==> src/hdl/ps2sc_pkg.sv <==
// Shared types, constants and the keymap table of the scancode translator.
package ps2sc_pkg;

    localparam logic [7:0] KEY_PREFIX = 8'hE0;
    localparam logic [6:0] K_LCTRL    = 7'h1D;
    localparam logic [6:0] K_LSHIFT   = 7'h2A;
    localparam logic [6:0] K_RSHIFT   = 7'h36;
    localparam logic [6:0] K_LALT     = 7'h38;
    localparam logic [6:0] K_CAPS     = 7'h3A;
    localparam logic [7:0] KEY_LIMIT  = 8'h3B;
    localparam logic [6:0] CH_LOWER_L = 7'h6C;
    localparam logic [6:0] CH_LOWER_U = 7'h75;
    localparam logic [6:0] CTRL_DELTA = 7'h60;

    typedef struct packed {
        logic ctrl;
        logic shift;
        logic alt;
        logic caps;
        logic prefix;
    } flags_t;

    typedef struct packed {
        logic       char_valid;
        logic [6:0] char_code;
        logic       unknown_key;
        logic       ctrl_down;
        logic       shift_down;
        logic       alt_down;
        logic       caps_on;
    } result_t;

    // Two-column keymap: returns the shifted column when upper is set.
    function automatic logic [6:0] keymap(input logic [5:0] idx, input logic upper);
        logic [13:0] pair;
        begin
            case (idx)
                6'h01: pair = {7'h1B, 7'h1B};
                6'h02: pair = {7'h21, 7'h31};
                6'h03: pair = {7'h40, 7'h32};
                6'h04: pair = {7'h23, 7'h33};
                6'h05: pair = {7'h24, 7'h34};
                6'h06: pair = {7'h25, 7'h35};
                6'h07: pair = {7'h5E, 7'h36};
                6'h08: pair = {7'h26, 7'h37};
                6'h09: pair = {7'h2A, 7'h38};
                6'h0A: pair = {7'h28, 7'h39};
                6'h0B: pair = {7'h29, 7'h30};
                6'h0C: pair = {7'h5F, 7'h2D};
                6'h0D: pair = {7'h2B, 7'h3D};
                6'h0E: pair = {7'h08, 7'h08};
                6'h0F: pair = {7'h09, 7'h09};
                6'h10: pair = {7'h51, 7'h71};
                6'h11: pair = {7'h57, 7'h77};
                6'h12: pair = {7'h45, 7'h65};
                6'h13: pair = {7'h52, 7'h72};
                6'h14: pair = {7'h54, 7'h74};
                6'h15: pair = {7'h59, 7'h79};
                6'h16: pair = {7'h55, 7'h75};
                6'h17: pair = {7'h49, 7'h69};
                6'h18: pair = {7'h4F, 7'h6F};
                6'h19: pair = {7'h50, 7'h70};
                6'h1A: pair = {7'h7B, 7'h5B};
                6'h1B: pair = {7'h7D, 7'h5D};
                6'h1C: pair = {7'h0D, 7'h0D};
                6'h1E: pair = {7'h41, 7'h61};
                6'h1F: pair = {7'h53, 7'h73};
                6'h20: pair = {7'h44, 7'h64};
                6'h21: pair = {7'h46, 7'h66};
                6'h22: pair = {7'h47, 7'h67};
                6'h23: pair = {7'h48, 7'h68};
                6'h24: pair = {7'h4A, 7'h6A};
                6'h25: pair = {7'h4B, 7'h6B};
                6'h26: pair = {7'h4C, 7'h6C};
                6'h27: pair = {7'h3A, 7'h3B};
                6'h28: pair = {7'h22, 7'h27};
                6'h29: pair = {7'h7E, 7'h60};
                6'h2B: pair = {7'h7C, 7'h5C};
                6'h2C: pair = {7'h5A, 7'h7A};
                6'h2D: pair = {7'h58, 7'h78};
                6'h2E: pair = {7'h43, 7'h63};
                6'h2F: pair = {7'h56, 7'h76};
                6'h30: pair = {7'h42, 7'h62};
                6'h31: pair = {7'h4E, 7'h6E};
                6'h32: pair = {7'h4D, 7'h6D};
                6'h33: pair = {7'h3C, 7'h2C};
                6'h34: pair = {7'h3E, 7'h2E};
                6'h35: pair = {7'h3F, 7'h2F};
                6'h37: pair = {7'h2A, 7'h2A};
                6'h39: pair = {7'h20, 7'h20};
                default: pair = 14'h0000;
            endcase
            keymap = upper ? pair[13:7] : pair[6:0];
        end
    endfunction

    // Digit and punctuation keys, whose case follows shift alone.
    function automatic logic shift_only_key(input logic [5:0] idx);
        begin
            shift_only_key = (idx < 6'h0E) || (idx == 6'h29) || (idx == 6'h1A) ||
                             (idx == 6'h1B) || (idx == 6'h2B) || (idx == 6'h27) ||
                             (idx == 6'h28) || (idx == 6'h33) || (idx == 6'h34) ||
                             (idx == 6'h35);
        end
    endfunction

endpackage

==> src/hdl/ps2sc_decode.sv <==
// Combinational decode of one scancode byte against the current modifier flags.
module ps2sc_decode (
    input  logic [7:0]        scan_byte,
    input  ps2sc_pkg::flags_t flags_cur,
    output ps2sc_pkg::flags_t flags_next,
    output ps2sc_pkg::result_t result
);
    import ps2sc_pkg::*;

    logic       is_prefix;
    logic       ext;
    logic       is_break;
    logic [6:0] low7;
    logic       handled;
    logic       upper;
    logic [6:0] ch_raw;
    logic [6:0] ch;

    always_comb begin
        is_prefix = (scan_byte == KEY_PREFIX);
        ext       = flags_cur.prefix;
        is_break  = scan_byte[7];
        low7      = scan_byte[6:0];
        // Extended makes only cover right ctrl and right alt.
        handled   = ext ? ((low7 == K_LCTRL) || (low7 == K_LALT)) && !is_break
                        : (scan_byte != 8'h00) && (scan_byte < KEY_LIMIT);
        upper     = (!ext && shift_only_key(low7[5:0])) ? flags_cur.shift
                                                        : (flags_cur.shift ^ flags_cur.caps);
        ch_raw    = keymap(low7[5:0], upper);
        ch        = ch_raw;
        if (flags_cur.ctrl && ((ch_raw == CH_LOWER_L) || (ch_raw == CH_LOWER_U))) begin
            ch = ch_raw - CTRL_DELTA;
        end

        flags_next         = flags_cur;
        result.char_valid  = 1'b0;
        result.char_code   = '0;
        result.unknown_key = 1'b0;

        if (is_prefix) begin
            flags_next.prefix = 1'b1;
        end else begin
            flags_next.prefix = 1'b0;
            if (is_break) begin
                if (low7 == K_LCTRL) begin
                    flags_next.ctrl = 1'b0;
                end else if (!ext && ((low7 == K_LSHIFT) || (low7 == K_RSHIFT))) begin
                    flags_next.shift = 1'b0;
                end else if (low7 == K_LALT) begin
                    flags_next.alt = 1'b0;
                end
            end else if (handled) begin
                if (ch != 7'h00) begin
                    result.char_valid = 1'b1;
                    result.char_code  = ch;
                end else if (low7 == K_LCTRL) begin
                    flags_next.ctrl = 1'b1;
                end else if ((low7 == K_LSHIFT) || (low7 == K_RSHIFT)) begin
                    flags_next.shift = 1'b1;
                end else if (low7 == K_LALT) begin
                    flags_next.alt = 1'b1;
                end else if (low7 == K_CAPS) begin
                    flags_next.caps = !flags_cur.caps;
                end
            end else begin
                result.unknown_key = 1'b1;
            end
        end

        result.ctrl_down  = flags_next.ctrl;
        result.shift_down = flags_next.shift;
        result.alt_down   = flags_next.alt;
        result.caps_on    = flags_next.caps;
    end

endmodule

==> src/hdl/ps2_scancode_to_ascii.sv <==
// Throughput: one item per cycle while m_ready is held high; the input register and the result register
// form a two-stage pipeline and the decode between them is a single table lookup.
// Reset (aresetn low, synchronous) empties both stages and clears all modifier
// flags and the extended prefix.
module ps2_scancode_to_ascii (
    input  logic       aclk,
    input  logic       aresetn,
    input  logic       s_valid,
    output logic       s_ready,
    input  logic [7:0] s_scan_byte,
    output logic       m_valid,
    input  logic       m_ready,
    output logic       m_char_valid,
    output logic [6:0] m_char_code,
    output logic       m_unknown_key,
    output logic       m_ctrl_down,
    output logic       m_shift_down,
    output logic       m_alt_down,
    output logic       m_caps_on
);
    import ps2sc_pkg::*;

    logic       in_valid_reg;
    logic [7:0] in_byte_reg;
    flags_t     flags_reg;
    flags_t     flags_next;
    logic       out_valid_reg;
    result_t    out_reg;
    result_t    result_next;
    logic       advance;

    // The item in the input register moves on when the result register is empty or its item is taken.
    assign advance = in_valid_reg && (!out_valid_reg || m_ready);
    assign s_ready = !in_valid_reg || advance;

    ps2sc_decode u_decode (
        .scan_byte (in_byte_reg),
        .flags_cur (flags_reg),
        .flags_next(flags_next),
        .result    (result_next)
    );

    always_ff @(posedge aclk) begin
        if (!aresetn) begin
            in_valid_reg  <= 1'b0;
            out_valid_reg <= 1'b0;
            flags_reg     <= '0;
        end else begin
            if (s_ready) begin
                in_valid_reg <= s_valid;
            end
            if (advance) begin
                out_valid_reg <= 1'b1;
                flags_reg     <= flags_next;
            end else if (m_ready) begin
                out_valid_reg <= 1'b0;
            end
        end
    end

    always_ff @(posedge aclk) begin
        if (s_valid && s_ready) begin
            in_byte_reg <= s_scan_byte;
        end
        if (advance) begin
            out_reg <= result_next;
        end
    end

    assign m_valid       = out_valid_reg;
    assign m_char_valid  = out_reg.char_valid;
    assign m_char_code   = out_reg.char_code;
    assign m_unknown_key = out_reg.unknown_key;
    assign m_ctrl_down   = out_reg.ctrl_down;
    assign m_shift_down  = out_reg.shift_down;
    assign m_alt_down    = out_reg.alt_down;
    assign m_caps_on     = out_reg.caps_on;

endmodule

==> config.mk <==
export PLATFORM = sky130hd
export DESIGN_NAME = ps2_scancode_to_ascii
export DESIGN_NICKNAME = d
export VERILOG_FILES = /design/src/hdl/ps2sc_pkg.sv /design/src/hdl/ps2sc_decode.sv /design/src/hdl/ps2_scancode_to_ascii.sv
export SDC_FILE = /design/constraint.sdc
export NUM_CORES = 1
export LEC_CHECK = 0
export ABC_AREA = 1
export BUFFER_PORTS_ARGS = -buffer_cell sky130_fd_sc_hd__buf_2
export CORE_MARGIN = 4
export CORE_UTILIZATION = 55
export CTS_CLUSTER_DIAMETER = 150
export DETAILED_ROUTE_END_ITERATION = 8
export GPL_ROUTABILITY_DRIVEN = 0
export PLACE_DENSITY_LB_ADDON = 0.2
export SETUP_SLACK_MARGIN = 0.02
export SLEW_MARGIN = 20
export SYNTH_ARGS = -nofsm -noshare
export SYNTH_HDL_FRONTEND = slang
export SYNTH_HIERARCHICAL = 1
export SYNTH_SLANG_ARGS = --single-unit
==> constraint.sdc <==
create_clock -name aclk -period 3.8 [get_ports aclk]
set_clock_uncertainty 0.1 [all_clocks]
set_input_delay 0.76 -clock aclk [delete_from_list [all_inputs] [get_ports aclk]]
set_output_delay 0.76 -clock aclk [all_outputs]
set_load 0.02 [all_outputs]
==> results.txt, run 1 <==
Clock power frac = 21.1%
Vias per inst = 5.687
Final setup viols = 0
Synth Warn # = 6
CP Class = flip-flop to flip-flop
Residual DRC = 0
Core Box Area = 4504 sq um
CP Buf/Inv Count = 2
Cell repeated most along the worst path = nand2_1
Wire per inst = 13.39 um
Initial drt markers = 266
Synth Register Bits = 28
HP Start = flags_reg[2]
Clk_lat worst skew = 0.26 ns
P_sw = 291.0 uW
Switching Fraction = 35.27%
Ant diodes = 0
Total GRT Usage = 20.71%
Dpl cell area = 2738 sq um
Clock Pin Slew Worst Setup and Hold Paths = 0.08 ns
Hold Violations, Final = 0
Power density over the cells = 295.4 nW/um^2
WP depth = 21
Setup TNS = 0 ns
Share of power burned in registers = 44.6%
CTS tree = done
Initial antenna violation count = 0
Worst endpoint data arrival time = 3.36 ns
Layout cell share with drive strength beyond 1 = 18.41%
Routed via count = 2582
Design Area, Final = 2793 sq um
Synth top area share = 23.97%
Post-CTS Hold Buffers = 0
Vias in the first global route = 2289
Reg-to-reg endpoint = flags_reg[3]
Setup crit end kind = flip-flop
RR Startpoint = in_byte_reg[1]
Starting density of the core = 58.42%
Pre-antenna DRT Iters = 5
Layout overhead on the synthesized area = 6.134%
Max_slew headroom = 68.42%
Routed Antenna Nets = 0
Remaining global-route overflow = 0
Die height = 77.17 um
R2R depth = 21
Max FFs per register = 8
Commonest non-fill, non-tap cell in the layout = nand2_1
Hold_ws = 0.3935 ns
Setup Fix Bufs, Post-CTS = 0
Hold Path Cell Cnt = 2
Outcome = complete, no violations
I/O Buffers = 26
Core Rows = 24
Fin crit share = 85.51%
Clock Path Buffers = 2
Cts repair resizes = 0
Clk root buf = clkbuf_8
Worst-Margin Slew = 0.4731 ns
Io pins = 27
Commonest cells after routing, fill and taps aside = nand2_1 (105), nand3_1 (42), nor2_1 (35)
Pin count of the biggest net entering global routing = 26
Crit-path max cell delay = 0.61 ns
Reg2reg setup slack = 0.55 ns
Cell variety after synth = 39
Leak = 0.001284 uW
CP top delay family = simple AND/OR/NAND/NOR gates
Crit path to = flags_reg[3]
Crit. Startpoint = in_byte_reg[1]
Mapped Nets = 408
Post-DP HPWL = 4.827 mm
Crit start category = flip-flop
Routed Wire Length = 6.079 mm
Post-synth EDFFs = 21
Clock buffer count from CTS = 3
Mapped Cells = 385
Htree depth = 1
Die area = 5954 sq um
Sink Count = 28
Fraction of registers with async set/reset = 0%
Crit path cell chain = inv_2 -> ha_1 -> nor3_1 -> nor2_2 -> nor2_2 -> nand2_4 -> nand2_4 -> nand2_8 -> nand2_8 -> nand2_1 -> nand2_2 -> nand3_1 -> nand2_1 -> nand3_2 -> a21oi_4 -> nand2_2 -> o21ai_2 -> inv_1 -> nand3_2 -> nand2_1 -> nor2_1
Peak VDD IR = 0.0002742 V
HP Class = flip-flop to flip-flop
Post-synthesis sequential area ratio = 29.29%
Mapped Area = 2631 sq um
Slowest library cell on the worst path = edfxtp_1
Top FF cell, synth = edfxtp_1
Largest fanout on the critical path = 11
Final critical-path required period = 3.249 ns
Max Cap Viol = 0
Core Util, Final = 62.00%
Part of the power in combinational logic = 34.3%
Pint = 534.1 uW
Max Slew Vio Count = 0
First-pass GRT wire length = 10.32 mm
Synth Area per Inst = 6.834 sq um
WP data required = 3.91 ns
Nets@finish = 426
F_max = 307.8 MHz
Largest cells by area after synthesis = edfxtp_1 (24%), nand2_1 (15%), nand3_1 (8.0%)
RSZ-0062 raised after global routing = false
Post-synth top area cell = edfxtp_1
Die width = 77.17 um
==> kinds of logic after synthesis <==
logic type | synth area share, %
compound gates | 13.89
xor+xnor | 0.3329
fa+ha+maj | 5.231
buf+inv | 11.32
flops | 29.29
simple gates | 39.94
==> synthesized netlist by cell type (3+ instances only) <==
master    instances
a21oi_1          17
a31oi_1           3
buf_2             9
buf_4             6
dfxtp_1           7
edfxtp_1         21
ha_1             11
inv_1            34
inv_2             9
nand2_1         105
nand2_2           8
nand3_1          42
nand3_2           6
nand4_1           5
nor2_1           35
nor3_1            4
o211ai_1          6
o21ai_0          24
o21ai_1           6
o21ai_2           3
==> per-layer routing <==
| metal | track usage (%) | vias up | part of all wire [%] |
|---|---|---|---|
| met2 | 33.42 | 134 | 44 |
| met4 | 4.270 | 0 | 2.5 |
| met1 | 28.61 | 1122 | 44 |
| met5 | 0 | - | 0 |
| li1 | - | 1304 | - |
| met3 | 4.215 | 22 | 9.9 |
==> worst min-delay path by stage <==
| stage | to | slack [ns] |
|---|---|---|
| 3_3_place_gp | flags_reg[2] | 0.38 |
| 5_1_grt | flags_reg[2] | 0.43 |
| 6_report | flags_reg[2] | 0.39 |
| 2_1_floorplan | flags_reg[2] | 0.35 |
| 4_1_cts | flags_reg[2] | 0.40 |
| 3_5_place_dp | flags_reg[2] | 0.38 |
==> power by group through the flow <==
stage	sequential [uW]	combinational [uW]	clock [uW]
floorplan	376	221	0
global placement	375	277	0
detailed placement	375	278	0
CTS	368	279	183
global route	371	317	198
finish	368	283	174
==> through the flow <==
stage	setup WS (ns)	std cells	power [uW]
floorplan	0.9851	385	597.4
global placement	0.6155	450	652.3
detailed placement	0.5933	450	652.4
CTS	0.5653	454	829.0
global route	0.2166	454	885.4
finish	0.5506	454	825.1
==> worst reg2reg max path, delay by kind of cell (launching register included) <==
family,cells,cell delay [ns]
and+or+nand+nor,16,1.57
DFF,1,0.61
adders and majority gates,1,0.34
buffers and inverters,2,0.25
AOI/OAI and AO/OA,2,0.31
==> layout make-up <==
type / count / area, sq um
multi-input combinational: 294 / 1563
tap: 52 / 65.06
clock buffer: 4 / 55.05
sequential: 28 / 770.7
inverter: 45 / 171.4
timing repair buffer: 31 / 167.7
fill: 389 / 1712
No activity file was read; power rests on OpenSTA's default activity.
==> run 2: changes to the inputs <==
SYNTH_HIERARCHICAL = default   (was 1)
==> run 2 against run 1 <==
  * Maximum frequency grew 6.8%
  * Register-to-register slack improved by 0.44 ns
  * Non-clock buffer count is 1 lower
  * Core utilization grew 2.6 points
  * Final area increased by 13%
  * Highest routed layer unchanged
==> results.txt, run 2 <==
Outcome = complete, no violations
Routed Wire Length = 6.349 mm
# fillers = 455
Vias in the first global route = 2437
Initial antenna violation count = 0
Synth top area share = 22.05%
Top cells by count, synth = nand2_1 (81), inv_1 (56), nor2_1 (42)
Commonest non-fill, non-tap cell in the layout = nand2_1
Post-synth EDFFs = 21
Total GRT Usage = 21.52%
Crit start category = primary input
HP Class = flip-flop to flip-flop
Clk root buf = clkbuf_8
Clock Pin Slew Worst Setup and Hold Paths = 0.07 ns
Worst slack at placement = 0.5209 ns
Largest cells by area after synthesis = edfxtp_1 (22%), dfxtp_1 (15%), nand2_1 (11%)
Die height = 80.12 um
Multi-input logic area = 1534 sq um
Worst-Margin Slew = 0.6376 ns
Die area = 6418 sq um
Largest fanout on the critical path = 14
Clock buffer count from CTS = 5
Cell repeated most along the worst path = nand2_1
Synth Area per Inst = 7.278 sq um
Clk_lat worst skew = 0.29 ns
Layout cell share with drive strength beyond 1 = 17.10%
Cell variety after synth = 43
Post-synthesis sequential area ratio = 36.75%
Routed Antenna Nets = 0
Ant diodes = 0
Worst setup margin = 0.7589 ns
Leak = 0.001455 uW
Mapped Cells = 393
Post-synth top area cell = edfxtp_1
Core Util, Final = 64.62%
CTS tree = done
Max Slew Vio Count = 0
Hold Violations, Final = 0
Slowest library cell on the worst path = o21ai_1
Most numerous cell in the Yosys netlist = nand2_1
Commonest cells after routing, fill and taps aside = nand2_1 (81), inv_1 (56), nor2_1 (42)
Initial drt markers = 180
RSZ-0062 raised after global routing = false
Crit path cell chain = buf_2 -> inv_1 -> nand3_1 -> nand2_1 -> o21ai_1 -> inv_1 -> ha_1 -> nand2_1 -> nand2_1 -> inv_1 -> o21ai_0 -> nand3_1 -> nand2_1 -> a31oi_1 -> or2_2
Setup crit end kind = flip-flop
Synth Warn # = 0
Core Rows = 25
WP data required = 3.94 ns
Layout overhead on the synthesized area = 10.24%
Io pins = 27
Crit. Startpoint = m_ready
Crit-path max cell delay = 0.62 ns
Final setup viols = 0
Max Cap Viol = 0
Pin count of the biggest net entering global routing = 25
Power density over the cells = 380.3 nW/um^2
Sink Count = 42
Core Box Area = 4880 sq um
Register area = 1051 sq um
Vias per inst = 5.486
Htree depth = 2
Die width = 80.12 um
CP Class = primary input to flip-flop
Worst endpoint data arrival time = 3.18 ns
Final critical-path required period = 3.041 ns
Peak VDD IR = 0.0001802 V
Max_slew headroom = 57.21%
Wire per inst = 13.01 um
HP Start = m_valid
Top FF cell, synth = edfxtp_1
First-pass GRT wire length = 10.93 mm
Post-CTS Hold Buffers = 0
Setup Fix Bufs, Post-CTS = 0
I/O Buffers = 26
Post-DP HPWL = 4.886 mm
Clock Path Buffers = 2
Pre-antenna DRT Iters = 5
Nets@finish = 443
Mapped Area = 2860 sq um
Fraction of registers with async set/reset = 0%
Fin crit share = 80.03%
F_max = 328.8 MHz
Synth Register Bits = 42
Remaining global-route overflow = 0
Setup TNS = 0 ns
Starting density of the core = 58.62%
Residual DRC = 0
Cts repair resizes = 0
RR Startpoint = in_valid_reg
Routed via count = 2677
Mapped Nets = 416
## run 2: kinds of logic (layout without fill, tap and decap cells)
family	count (synthesis)	in the layout	share of synthesized area, %
AOI/OAI and AO/OA	78	78	17.50
xor gates and xnor gates	1	1	0.3063
adders and majority gates	11	11	4.812
buffers and inverters	72	100	9.624
DFF	42	42	36.75
and+or+nand+nor	189	189	31.02
## run 2: metal layers
layer | global-route usage [%] | wire length [um] | up-vias
met5 | 0 | 0 | -
met4 | 9.628 | 176 | 0
met3 | 2.466 | 456 | 17
met2 | 36.01 | 3040 | 119
met1 | 27.80 | 2675 | 1177
li1 | - | - | 1364
## run 2: layout make-up
| type | instances | share of cell area, % |
|---|---|---|
| Multi-Input combinational cell | 279 | 48.65 |
| Sequential cell | 42 | 33.33 |
| Timing Repair Buffer | 30 | 5.079 |
| Tap cell | 67 | 2.659 |
| Clock inverter | 1 | 0.1587 |
| Clock buffer | 7 | 2.738 |
| Inverter | 62 | 7.381 |
## run 2: critical path: cells and delay by family
kind	cells	cell delay (ns)
buffers and inverters	4	0.46
AND/OR/NAND/NOR	7	0.84
AO/OA/AOI/OAI	3	0.85
adder cells (fa/ha/maj)	1	0.28
## run 2: metrics by stage
stage	total power [uW]	cells	hold slack (ns)	instance area, sq um
4_1_cts	1201	488	0.4343	3153
5_1_grt	1280	488	0.4759	3153
6_report	1199	488	0.4354	3153
3_3_place_gp	911.8	480	0.4065	3062
3_5_place_dp	916.9	480	0.4221	3062
2_1_floorplan	834.3	393	0.4238	2860
## run 2: worst paths after layout
| kind | slack (ns) | to | cells after the start |
|---|---|---|---|
| max reg2reg | 0.99 | flip-flop | 13 |
| min reg2reg | 0.44 | m_valid | 2 |
| min | 0.44 | m_valid | 2 |
| max | 0.76 | flip-flop | 15 |
## run 2: where the power goes
group	internal [uW]	leakage (uW)	switching, uW
logic	120	0.00103	244
registers	526	0.000376	22.7
clock network	146	0.0000482	140
total	792	0.00146	407
